**src/rtl/d96rti_pkg.sv**
```systemverilog
// Shared types, constants and the divide-by-ten helper for the decimal rounding pipeline.
package d96rti_pkg;

    localparam int MaxScale   = 28;
    localparam int ChunkCount = 3;
    localparam int StageCount = MaxScale * ChunkCount;

    // Reciprocal of ten for exact division of a 36-bit dividend below 10 * 2**32.
    localparam logic [35:0] RecipTen = 36'hCCCCCCCCD;
    localparam int          RecipShift = 39;

    typedef enum logic [1:0] {
        CMD_NEGATE   = 2'd0,
        CMD_TRUNCATE = 2'd1,
        CMD_ROUND    = 2'd2,
        CMD_FLOOR    = 2'd3
    } cmd_t;

    typedef struct packed {
        cmd_t        cmd;
        logic        neg;
        logic [4:0]  scale;
        logic [4:0]  steps;
        logic [95:0] mag;
        logic [3:0]  rem;
        logic [3:0]  digit;
        logic        nz;
    } word_t;

    typedef struct packed {
        logic [31:0] quo;
        logic [3:0]  rem;
    } qr_t;

    // Divide {rem, chunk} by ten; the dividend is always below 10 * 2**32.
    function automatic qr_t div10_chunk(input logic [35:0] part);
        logic [71:0] prod;
        logic [35:0] back;
        qr_t         res;
        prod     = part * RecipShift'(0) + part * RecipTen;
        res.quo  = prod[RecipShift +: 32];
        back     = {4'd0, res.quo} * 36'd10;
        res.rem  = 4'(part - back);
        return res;
    endfunction

endpackage

```
**src/rtl/d96rti_fix.sv**
```systemverilog
// Final stage: applies the rounding increment and forms the result registers.
module d96rti_fix (
    input  logic               clk,
    input  logic               rst_n,
    input  logic               en,
    input  logic               valid_in,
    input  d96rti_pkg::word_t  word_in,
    output logic               valid_out,
    output logic [95:0]        mag_out,
    output logic [4:0]         scale_out,
    output logic               neg_out
);

    logic        valid_reg;
    logic [95:0] mag_reg;
    logic [4:0]  scale_reg;
    logic        neg_reg;
    logic        bump;

    always_comb
    begin
        bump = 1'b0;
        if (word_in.steps != 5'd0)
        begin
            unique case (word_in.cmd)
                d96rti_pkg::CMD_ROUND: bump = word_in.digit >= 4'd5;
                d96rti_pkg::CMD_FLOOR: bump = word_in.neg & word_in.nz;
                default:               bump = 1'b0;
            endcase
        end
    end

    always_ff @(posedge clk or negedge rst_n)
    begin
        if (!rst_n)
        begin
            valid_reg <= 1'b0;
        end
        else if (en)
        begin
            valid_reg <= valid_in;
        end
    end

    always_ff @(posedge clk)
    begin
        if (en)
        begin
            mag_reg <= word_in.mag + {95'd0, bump};
            if (word_in.cmd == d96rti_pkg::CMD_NEGATE)
            begin
                scale_reg <= word_in.scale;
                neg_reg   <= ~word_in.neg;
            end
            else
            begin
                scale_reg <= 5'd0;
                neg_reg   <= word_in.neg;
            end
        end
    end

    assign valid_out = valid_reg;
    assign mag_out   = mag_reg;
    assign scale_out = scale_reg;
    assign neg_out   = neg_reg;

endmodule

```
**config.mk**
```make
export PLATFORM = sky130hd
export DESIGN_NAME = d96rti_fix
export DESIGN_NICKNAME = d
export VERILOG_FILES = /design/src/rtl/d96rti_pkg.sv /design/src/rtl/d96rti_fix.sv
export SDC_FILE = /design/constraint.sdc
export NUM_CORES = 1
export LEC_CHECK = 0
export BUFFER_PORTS_ARGS = -buffer_cell sky130_fd_sc_hd__buf_2
export CAP_MARGIN = 20
export CORE_ASPECT_RATIO = 1.75
export CORE_MARGIN = 5
export CORE_UTILIZATION = 53
export DETAILED_ROUTE_END_ITERATION = 7
export PLACE_DENSITY = 0.86
export SYNTH_ARGS = -nofsm -noshare
export SYNTH_HDL_FRONTEND = slang
export SYNTH_SLANG_ARGS = --single-unit
```
**constraint.sdc**
```tcl
create_clock -name clk -period 1.8 [get_ports clk]
set_input_delay 0.18 -clock clk [delete_from_list [all_inputs] [get_ports clk]]
set_output_delay 0.18 -clock clk [all_outputs]
set_load 0.01 [all_outputs]
```
==> results of run 1 <==
==> cells by family after synthesis <==
kind of cell / after synthesis
simple gates: 258
xor+xnor: 95
fa+ha+maj: 2
mux: 1
buf+inv: 23
compound gates: 4
flops: 103
==> path summary, 6_finish.rpt <==
path / from / to / slack [ns]
worst max-delay path: word_in[2] / mag_out[46] / -0.58
worst min-delay path: valid_in / valid_out / 0.07
worst max register to register: valid_out / valid_out / 1.03
worst min register to register: valid_out / valid_out / 0.55
max in group asynchronous: rst_n / valid_out / 1.57
min in group asynchronous: rst_n / valid_out / 0.14
==> per-stage QoR <==
stage	total power (µW)	util
6_report	6240	0.937
3_3_place_gp	3870	0.805
3_5_place_dp	3920	0.805
4_1_cts	6020	0.894
5_1_grt	6360	0.937
2_1_floorplan	3230	-
==> synthesized netlist by cell type, drive strengths merged, types with 2 or more instances <==
cell,n
nor4,39
and2,7
o21ai,2
ha,2
or4,5
nor2,33
buf,4
nand4,33
nor3,35
and4,4
nand2,39
nand3,43
xor2,64
xnor2,31
inv,18
or2,3
edfxtp,102
nor4b,3
and3,9
==> report_power, final <==
part / internal (µW) / switching [µW] / total, µW
Sequential: 2850 / 79.1 / 2930
Clock: 1220 / 966 / 2190
Combinational: 466 / 660 / 1130
Total: 4540 / 1710 / 6240
==> final cells by class <==
cell class                 instances  area share
clock buffer                      11      0.0241
clock inverter                     5     0.00855
inverter                          18     0.00700
multi-input combinational        360       0.338
sequential                       103       0.320
tap                              127      0.0165
timing repair buffer             405       0.286
==> sequential cells by signal (all words and copies together), names as in the netlist <==
register,count
mag_out,96
neg_out,1
scale_out,5
valid_out,1
==> repair_timing <==
item | 4_1_cts | 5_1_grt
hold endpoints to repair | 1 | 0
resized for setup | 95 | 66
hold buffers | 1 | 0
endpoints found under the setup margin | 83 | 86
setup buffers | 13 | 17
gates cloned | 1 | 0
pin swaps | 44 | 32
==> metal layers <==
| metal | share of wire | vias to the layer above | GRT usage |
|---|---|---|---|
| met5 | 0.00054 | - | 0 |
| met4 | 0.13 | 2 | 0.289 |
| met3 | 0.12 | 366 | 0.0856 |
| met2 | 0.48 | 861 | 0.693 |
| met1 | 0.27 | 3246 | 0.363 |
| li1 | - | 2658 | - |
==> placed cells by master (no fill, tap or decap), types with 3 or more instances in the layout <==
master	netlist	routed
and2_1	7	7
and3_1	9	7
and4_1	4	3
buf_12	0	8
buf_2	2	214
buf_4	1	149
buf_6	1	29
buf_8	0	3
clkbuf_16	0	9
clkinvlp_4	0	3
edfxtp_1	102	102
inv_1	18	17
nand2_1	39	33
nand2_2	0	4
nand3_1	40	33
nand3_2	2	4
nand3_4	1	6
nand4_1	31	31
nor2_1	33	17
nor2_2	0	5
nor2_4	0	11
nor3_1	35	12
nor3_2	0	9
nor3_4	0	14
nor4_1	32	11
nor4_2	5	6
nor4_4	2	22
or2_2	3	3
or4_4	2	5
xnor2_1	31	25
xnor2_2	0	6
xor2_1	64	61
xor2_2	0	3
==> results.yml, run 1 <==
yosys:
  yosysTopAreaCellShare: 0.548
  synth-xor-area-share: 0.149
  synthMuxAreaShare: 0.00202
  synth_seq_cells: 103
  yosysUniqueCellTypes: 38
  synth_fa_ha_area_frac: 0.00448
  synth_area_leader_cell: "edfxtp_1"
  synth_cells: 486
  seq_area_frac_synth: 0.553
  synth_edf_count: 102
  synth.avg_cell_area_um2: 11.5
  synth_nets: 610
  async_flop_share: 0.00971
  yosysWarnings: 0
  syn_area_um2: 5590
  yosys-top-cells-area: "edfxtp_1 (55%), xor2_1 (10%), xnor2_1 (4.9%)"
  synth_flop_cell: "edfxtp_1"
  synth-compound-area-share: 0.00381
  synth_top_family_by_area: "simple AND/OR/NAND/NOR gates"
  synthSimpleGateAreaFrac: 0.270
drt:
  remaining_drc_errors: 0
  vias: 7133
  wl_mm: 31.5
  firstDrtPassIters: 8
  vias_per_cell: 6.93
  drtIter0Drc: 1115
  ant_nets: 0
  post_drt_wl_per_cell_um: 30.6
die:
  core_um2: 10300
  fp-row-count: 49
  dieArea_um2: 12800
  fp.dieH_um: 146
  die_x_um: 87.6
  ioPinCount: 225
  initial_core_util: 0.543
grt:
  grt_max_degree: 42
  antenna_found_initial: 1
  overflow: 0
  grt_pass1_wl_mm: 36.9
  grtUsageTotal: 0.386
  grt_pass1_vias: 6835
clocking:
  clk_pin_slew_ns: 0.08
  cts_buffer_depth: 2
  htree_levels: 3
  cts_buffers: 9
  cts_tree: "built"
  cts-root-buf: "clkbuf_16"
  insertion_delay_ns: 0.36
  cts.sinks: 103
timing:
  finalCritPeriodShare: 1.32
  hold_ws_ns: 0.0676
  hold_viol: 0
  timing.final.crit_period_ns: 2.38
  fin_tns_setup_ns: -22.08
  grt_setup_unrepaired: "yes"
  skew_ns: 0
  maxSlewHeadroom: 0.610
  max_freq_ghz: 0.420
  setup_slack_ns: -0.581
  tightest_slew_ns: 0.584
  drv_slew: 0
  setup_violations: 84
final_layout:
  fillers: 316
  regArea_um2: 3090
  fin_cells: 1029
  drive_gt1_frac: 0.593
  finalInstanceArea_um2: 9660
  area_growth_pct: 72.8
  multiInputGateArea_um2: 3270
  n_antenna_cell: 0
  final_nets: 1021
hold_path:
  hold_depth: 2
  min_path_type: "in -> reg"
power:
  p_per_area_nw_per_um2: 647
  p_leak_uw: 0.00443
  vdd_drop_max_mv: 0.620
job:
  drv_cap: 0
placed_design:
  preCtsSetupSlack_ns: -0.796
  place_hpwl_mm: 16.5
  dp_cells: 991
  postPlaceCellArea_um2: 8290
  gp_congestion: 0.947
  io_buffers: 220
setup_path:
  worstSetupPathDepth: 14
  required_ns: 1.89
  critPathMaxFanout: 4
  r2r_cells: 1
  cp-end-kind: "flip-flop"
  arrival_ns: 2.47
  startpoint_type: "input port"
  max_stage_delay_ns: 0.38
  path_delay_family: "simple AND/OR/NAND/NOR gates"
  critical_path_buf_inv_count: 3
  cp_cell_sequence: "buf_8 -> o21ai_4 -> a21oi_2 -> a31oi_2 -> nor2_4 -> ha_4 -> ha_4 -> nand3_4 -> nor4_4 -> buf_4 -> nand4_1 -> buf_6 -> nor3_4 -> xor2_1"
  cpMostUsedCell: "ha_4"
  setup.worst_path.class: "in -> reg"
  slowest_stage: "nor3_4"
outcome:
  status: "complete, but fails checks"
  violations: "negative setup slack"
Note: power is estimated with default switching activity, not from simulation.
==> run 2, diff against run 1 <==
- ABC_AREA: default -> 1
- CORE_UTILIZATION: 53 -> 55
- PLACE_DENSITY: 0.86 -> 0.87
==> run 2 against run 1 <==
Effect of this change:
- the run still ends with negative setup slack left
- cell count increased by 23%
- clock skew did not move
- sequential power is essentially flat
- die area is 11% higher
==> results.yml, run 2 <==
grt:
  antenna_found_initial: 0
  grt_pass1_vias: 7301
  overflow: 0
  grtUsageTotal: 0.359
  grt_pass1_wl_mm: 38.2
  grt_max_degree: 34
final_layout:
  fin_cells: 1270
  utilization: 0.767
  n_antenna_cell: 0
  regArea_um2: 3090
  area_growth_pct: 36.7
  multiInputGateArea_um2: 3500
  drive_gt1_frac: 0.336
  final_nets: 1254
  layout_common_cells: "nand2_1 (307), buf_2 (216), nor2_1 (193)"
  fillers: 808
  largest_reg_flops: 96
  final_common_cell: "nand2_1"
clocking:
  cts.sinks: 103
  cts_tree: "built"
  clk_pin_slew_ns: 0.07
  cts_buffer_depth: 2
  cts_buffers: 9
  htree_levels: 3
  insertion_delay_ns: 0.35
  cts-root-buf: "clkbuf_16"
setup_path:
  slowest_stage: "a221oi_2"
  critical_path_buf_inv_count: 2
  path_delay_family: "simple AND/OR/NAND/NOR gates"
  critPathMaxFanout: 5
  r2r_cells: 1
  cp_cell_sequence: "buf_2 -> o21ai_4 -> a221oi_2 -> ha_2 -> inv_2 -> nor2_4 -> nand2_4 -> nor2_4 -> nand2_2 -> nor2_4 -> nand2_1 -> nand2_1 -> nand2_1"
  r2r-start: "valid_out"
  cp-end-kind: "flip-flop"
  rrSetupSlack_ns: 1.06
  arrival_ns: 1.97
  startpoint_type: "input port"
  required_ns: 1.91
  reg2reg_to: "valid_out"
  setup.worst_path.class: "in -> reg"
  max_stage_delay_ns: 0.26
die:
  die_x_um: 92.1
  dieArea_um2: 14200
  ioPinCount: 225
  initial_core_util: 0.561
  core_um2: 11600
  fp-row-count: 52
  fp.dieH_um: 154
power:
  swShare: 0.279
  vdd_drop_max_mv: 0.465
  p_int_uw: 4170
  p_leak_uw: 0.00380
  pwr-share-comb: 0.166
  p_per_area_nw_per_um2: 651
  p_total_uw: 5780
  p_clk_frac: 0.329
  seq_power_share: 0.505
  switchingPower_uw: 1610
placed_design:
  preCtsSetupSlack_ns: -0.583
  dp_cells: 1244
  gp_congestion: 1.03
  io_buffers: 220
  place_hpwl_mm: 21.1
yosys:
  synth-xor-area-share: 0.0863
  yosysTopAreaCellShare: 0.472
  synth_cells: 831
  synth_top_family_by_area: "simple AND/OR/NAND/NOR gates"
  yosysWarnings: 0
  yosys.cell_count.top_type: "nand2_1"
  synth_fa_ha_area_frac: 0.00385
  synth_seq_cells: 103
  synth_edf_count: 102
  synth-compound-area-share: 0.00366
  seq_area_frac_synth: 0.476
  synth.avg_cell_area_um2: 7.81
  yosysUniqueCellTypes: 24
  synth_flop_cell: "edfxtp_1"
  yosys-top-cells-area: "edfxtp_1 (47%), nand2_1 (19%), nor2_1 (12%)"
  synthMuxAreaShare: 0.00173
  synthTopCellsByCount: "nand2_1 (322), nor2_1 (200), edfxtp_1 (102)"
  synth_nets: 955
  async_flop_share: 0.00971
  synth_area_leader_cell: "edfxtp_1"
  syn_area_um2: 6490
  synthSimpleGateAreaFrac: 0.405
hold_path:
  worstHoldEndpoint: "valid_out"
  hold_depth: 2
  hold_start: "valid_in"
  min_path_type: "in -> reg"
timing:
  setup_violations: 4
  setup_slack_ns: -0.0617
  hold_viol: 0
  drv_slew: 0
  maxSlewHeadroom: 0.716
  finalCritPeriodShare: 1.03
  timing.final.crit_period_ns: 1.86
  grt_setup_unrepaired: "yes"
  max_freq_ghz: 0.537
  skew_ns: 0
  tightest_slew_ns: 0.426
drt:
  top_layer: "met4"
  wl_mm: 26.1
  post_drt_wl_per_cell_um: 20.6
  drtIter0Drc: 688
  dr_wl_met3_mm: 2.20
  firstDrtPassIters: 6
  vias: 7195
  vias_per_cell: 5.67
  ant_nets: 0
  remaining_drc_errors: 0
  dr_wl_met2_mm: 13.1
  met1_length_mm: 7.89
outcome:
  status: "complete, but fails checks"
  violations: "negative setup slack"
job:
  drv_cap: 0
## run 2: metrics by stage
stage	setup TNS [ns]	instance area, µm²	hold WS (ns)
finish	-0.105	8880	0.0616
global route	-3.03	8880	0.0709
CTS	-0.00103	8640	0.0646
detailed placement	-22.13	8310	-0.0394
global placement	-15.99	8310	-0.0450
floorplan	-1.30	6580	-0.116
## run 2: kinds of logic after synthesis
kind of cell | count (synthesis)
buffers and inverters | 41
XOR/XNOR | 64
AO/OA/AOI/OAI | 4
multiplexers | 1
adder cells (fa/ha/maj) | 2
AND/OR/NAND/NOR | 616
flip-flops | 103
## run 2: repair_timing
action,in CTS,in global routing
pin swaps,5,18
endpoints found under the setup margin,7,69
setup buffers,2,7
hold buffers,1,0
gates resized for setup,6,45
hold endpoints to repair,1,0
## run 2: worst max-delay path by stage
stage	depth (start not counted)	from	slack, ns	end
floorplan	13	word_in[2]	-0.14	mag_out[74]
global placement	13	word_in[2]	-0.49	mag_out[77]
detailed placement	15	word_in[115]	-0.58	mag_out[93]
CTS	15	word_in[115]	-0.001	mag_out[67]
global route	13	word_in[2]	-0.15	mag_out[67]
finish	13	word_in[2]	-0.06	mag_out[67]
## run 2: layout make-up
cell class              instances  share of cell area
clock buffers                   9              0.0254
clock inverters                 7             0.00606
inverters                      41              0.0176
multi-input cells             687               0.394
flip-flops and latches        103               0.348
well taps                     135              0.0190
repair buffers                288               0.190
## run 2: metal layers
metal / vias to the layer above / track usage
li1: 3246 / -
met1: 3229 / 0.349
met2: 528 / 0.642
met3: 192 / 0.0636
met4: 0 / 0.304
met5: - / 0
## run 2: power groups by stage
stage                     sequential (µW)  clock [µW]  combinational [µW]
after floorplan                      3060           0                 231
after global placement               2960           0                 905
after detailed placement             2960           0                 928
after CTS                            2910        1900                 937
after global routing                 2930        1990                1020
final                                2920        1900                 962
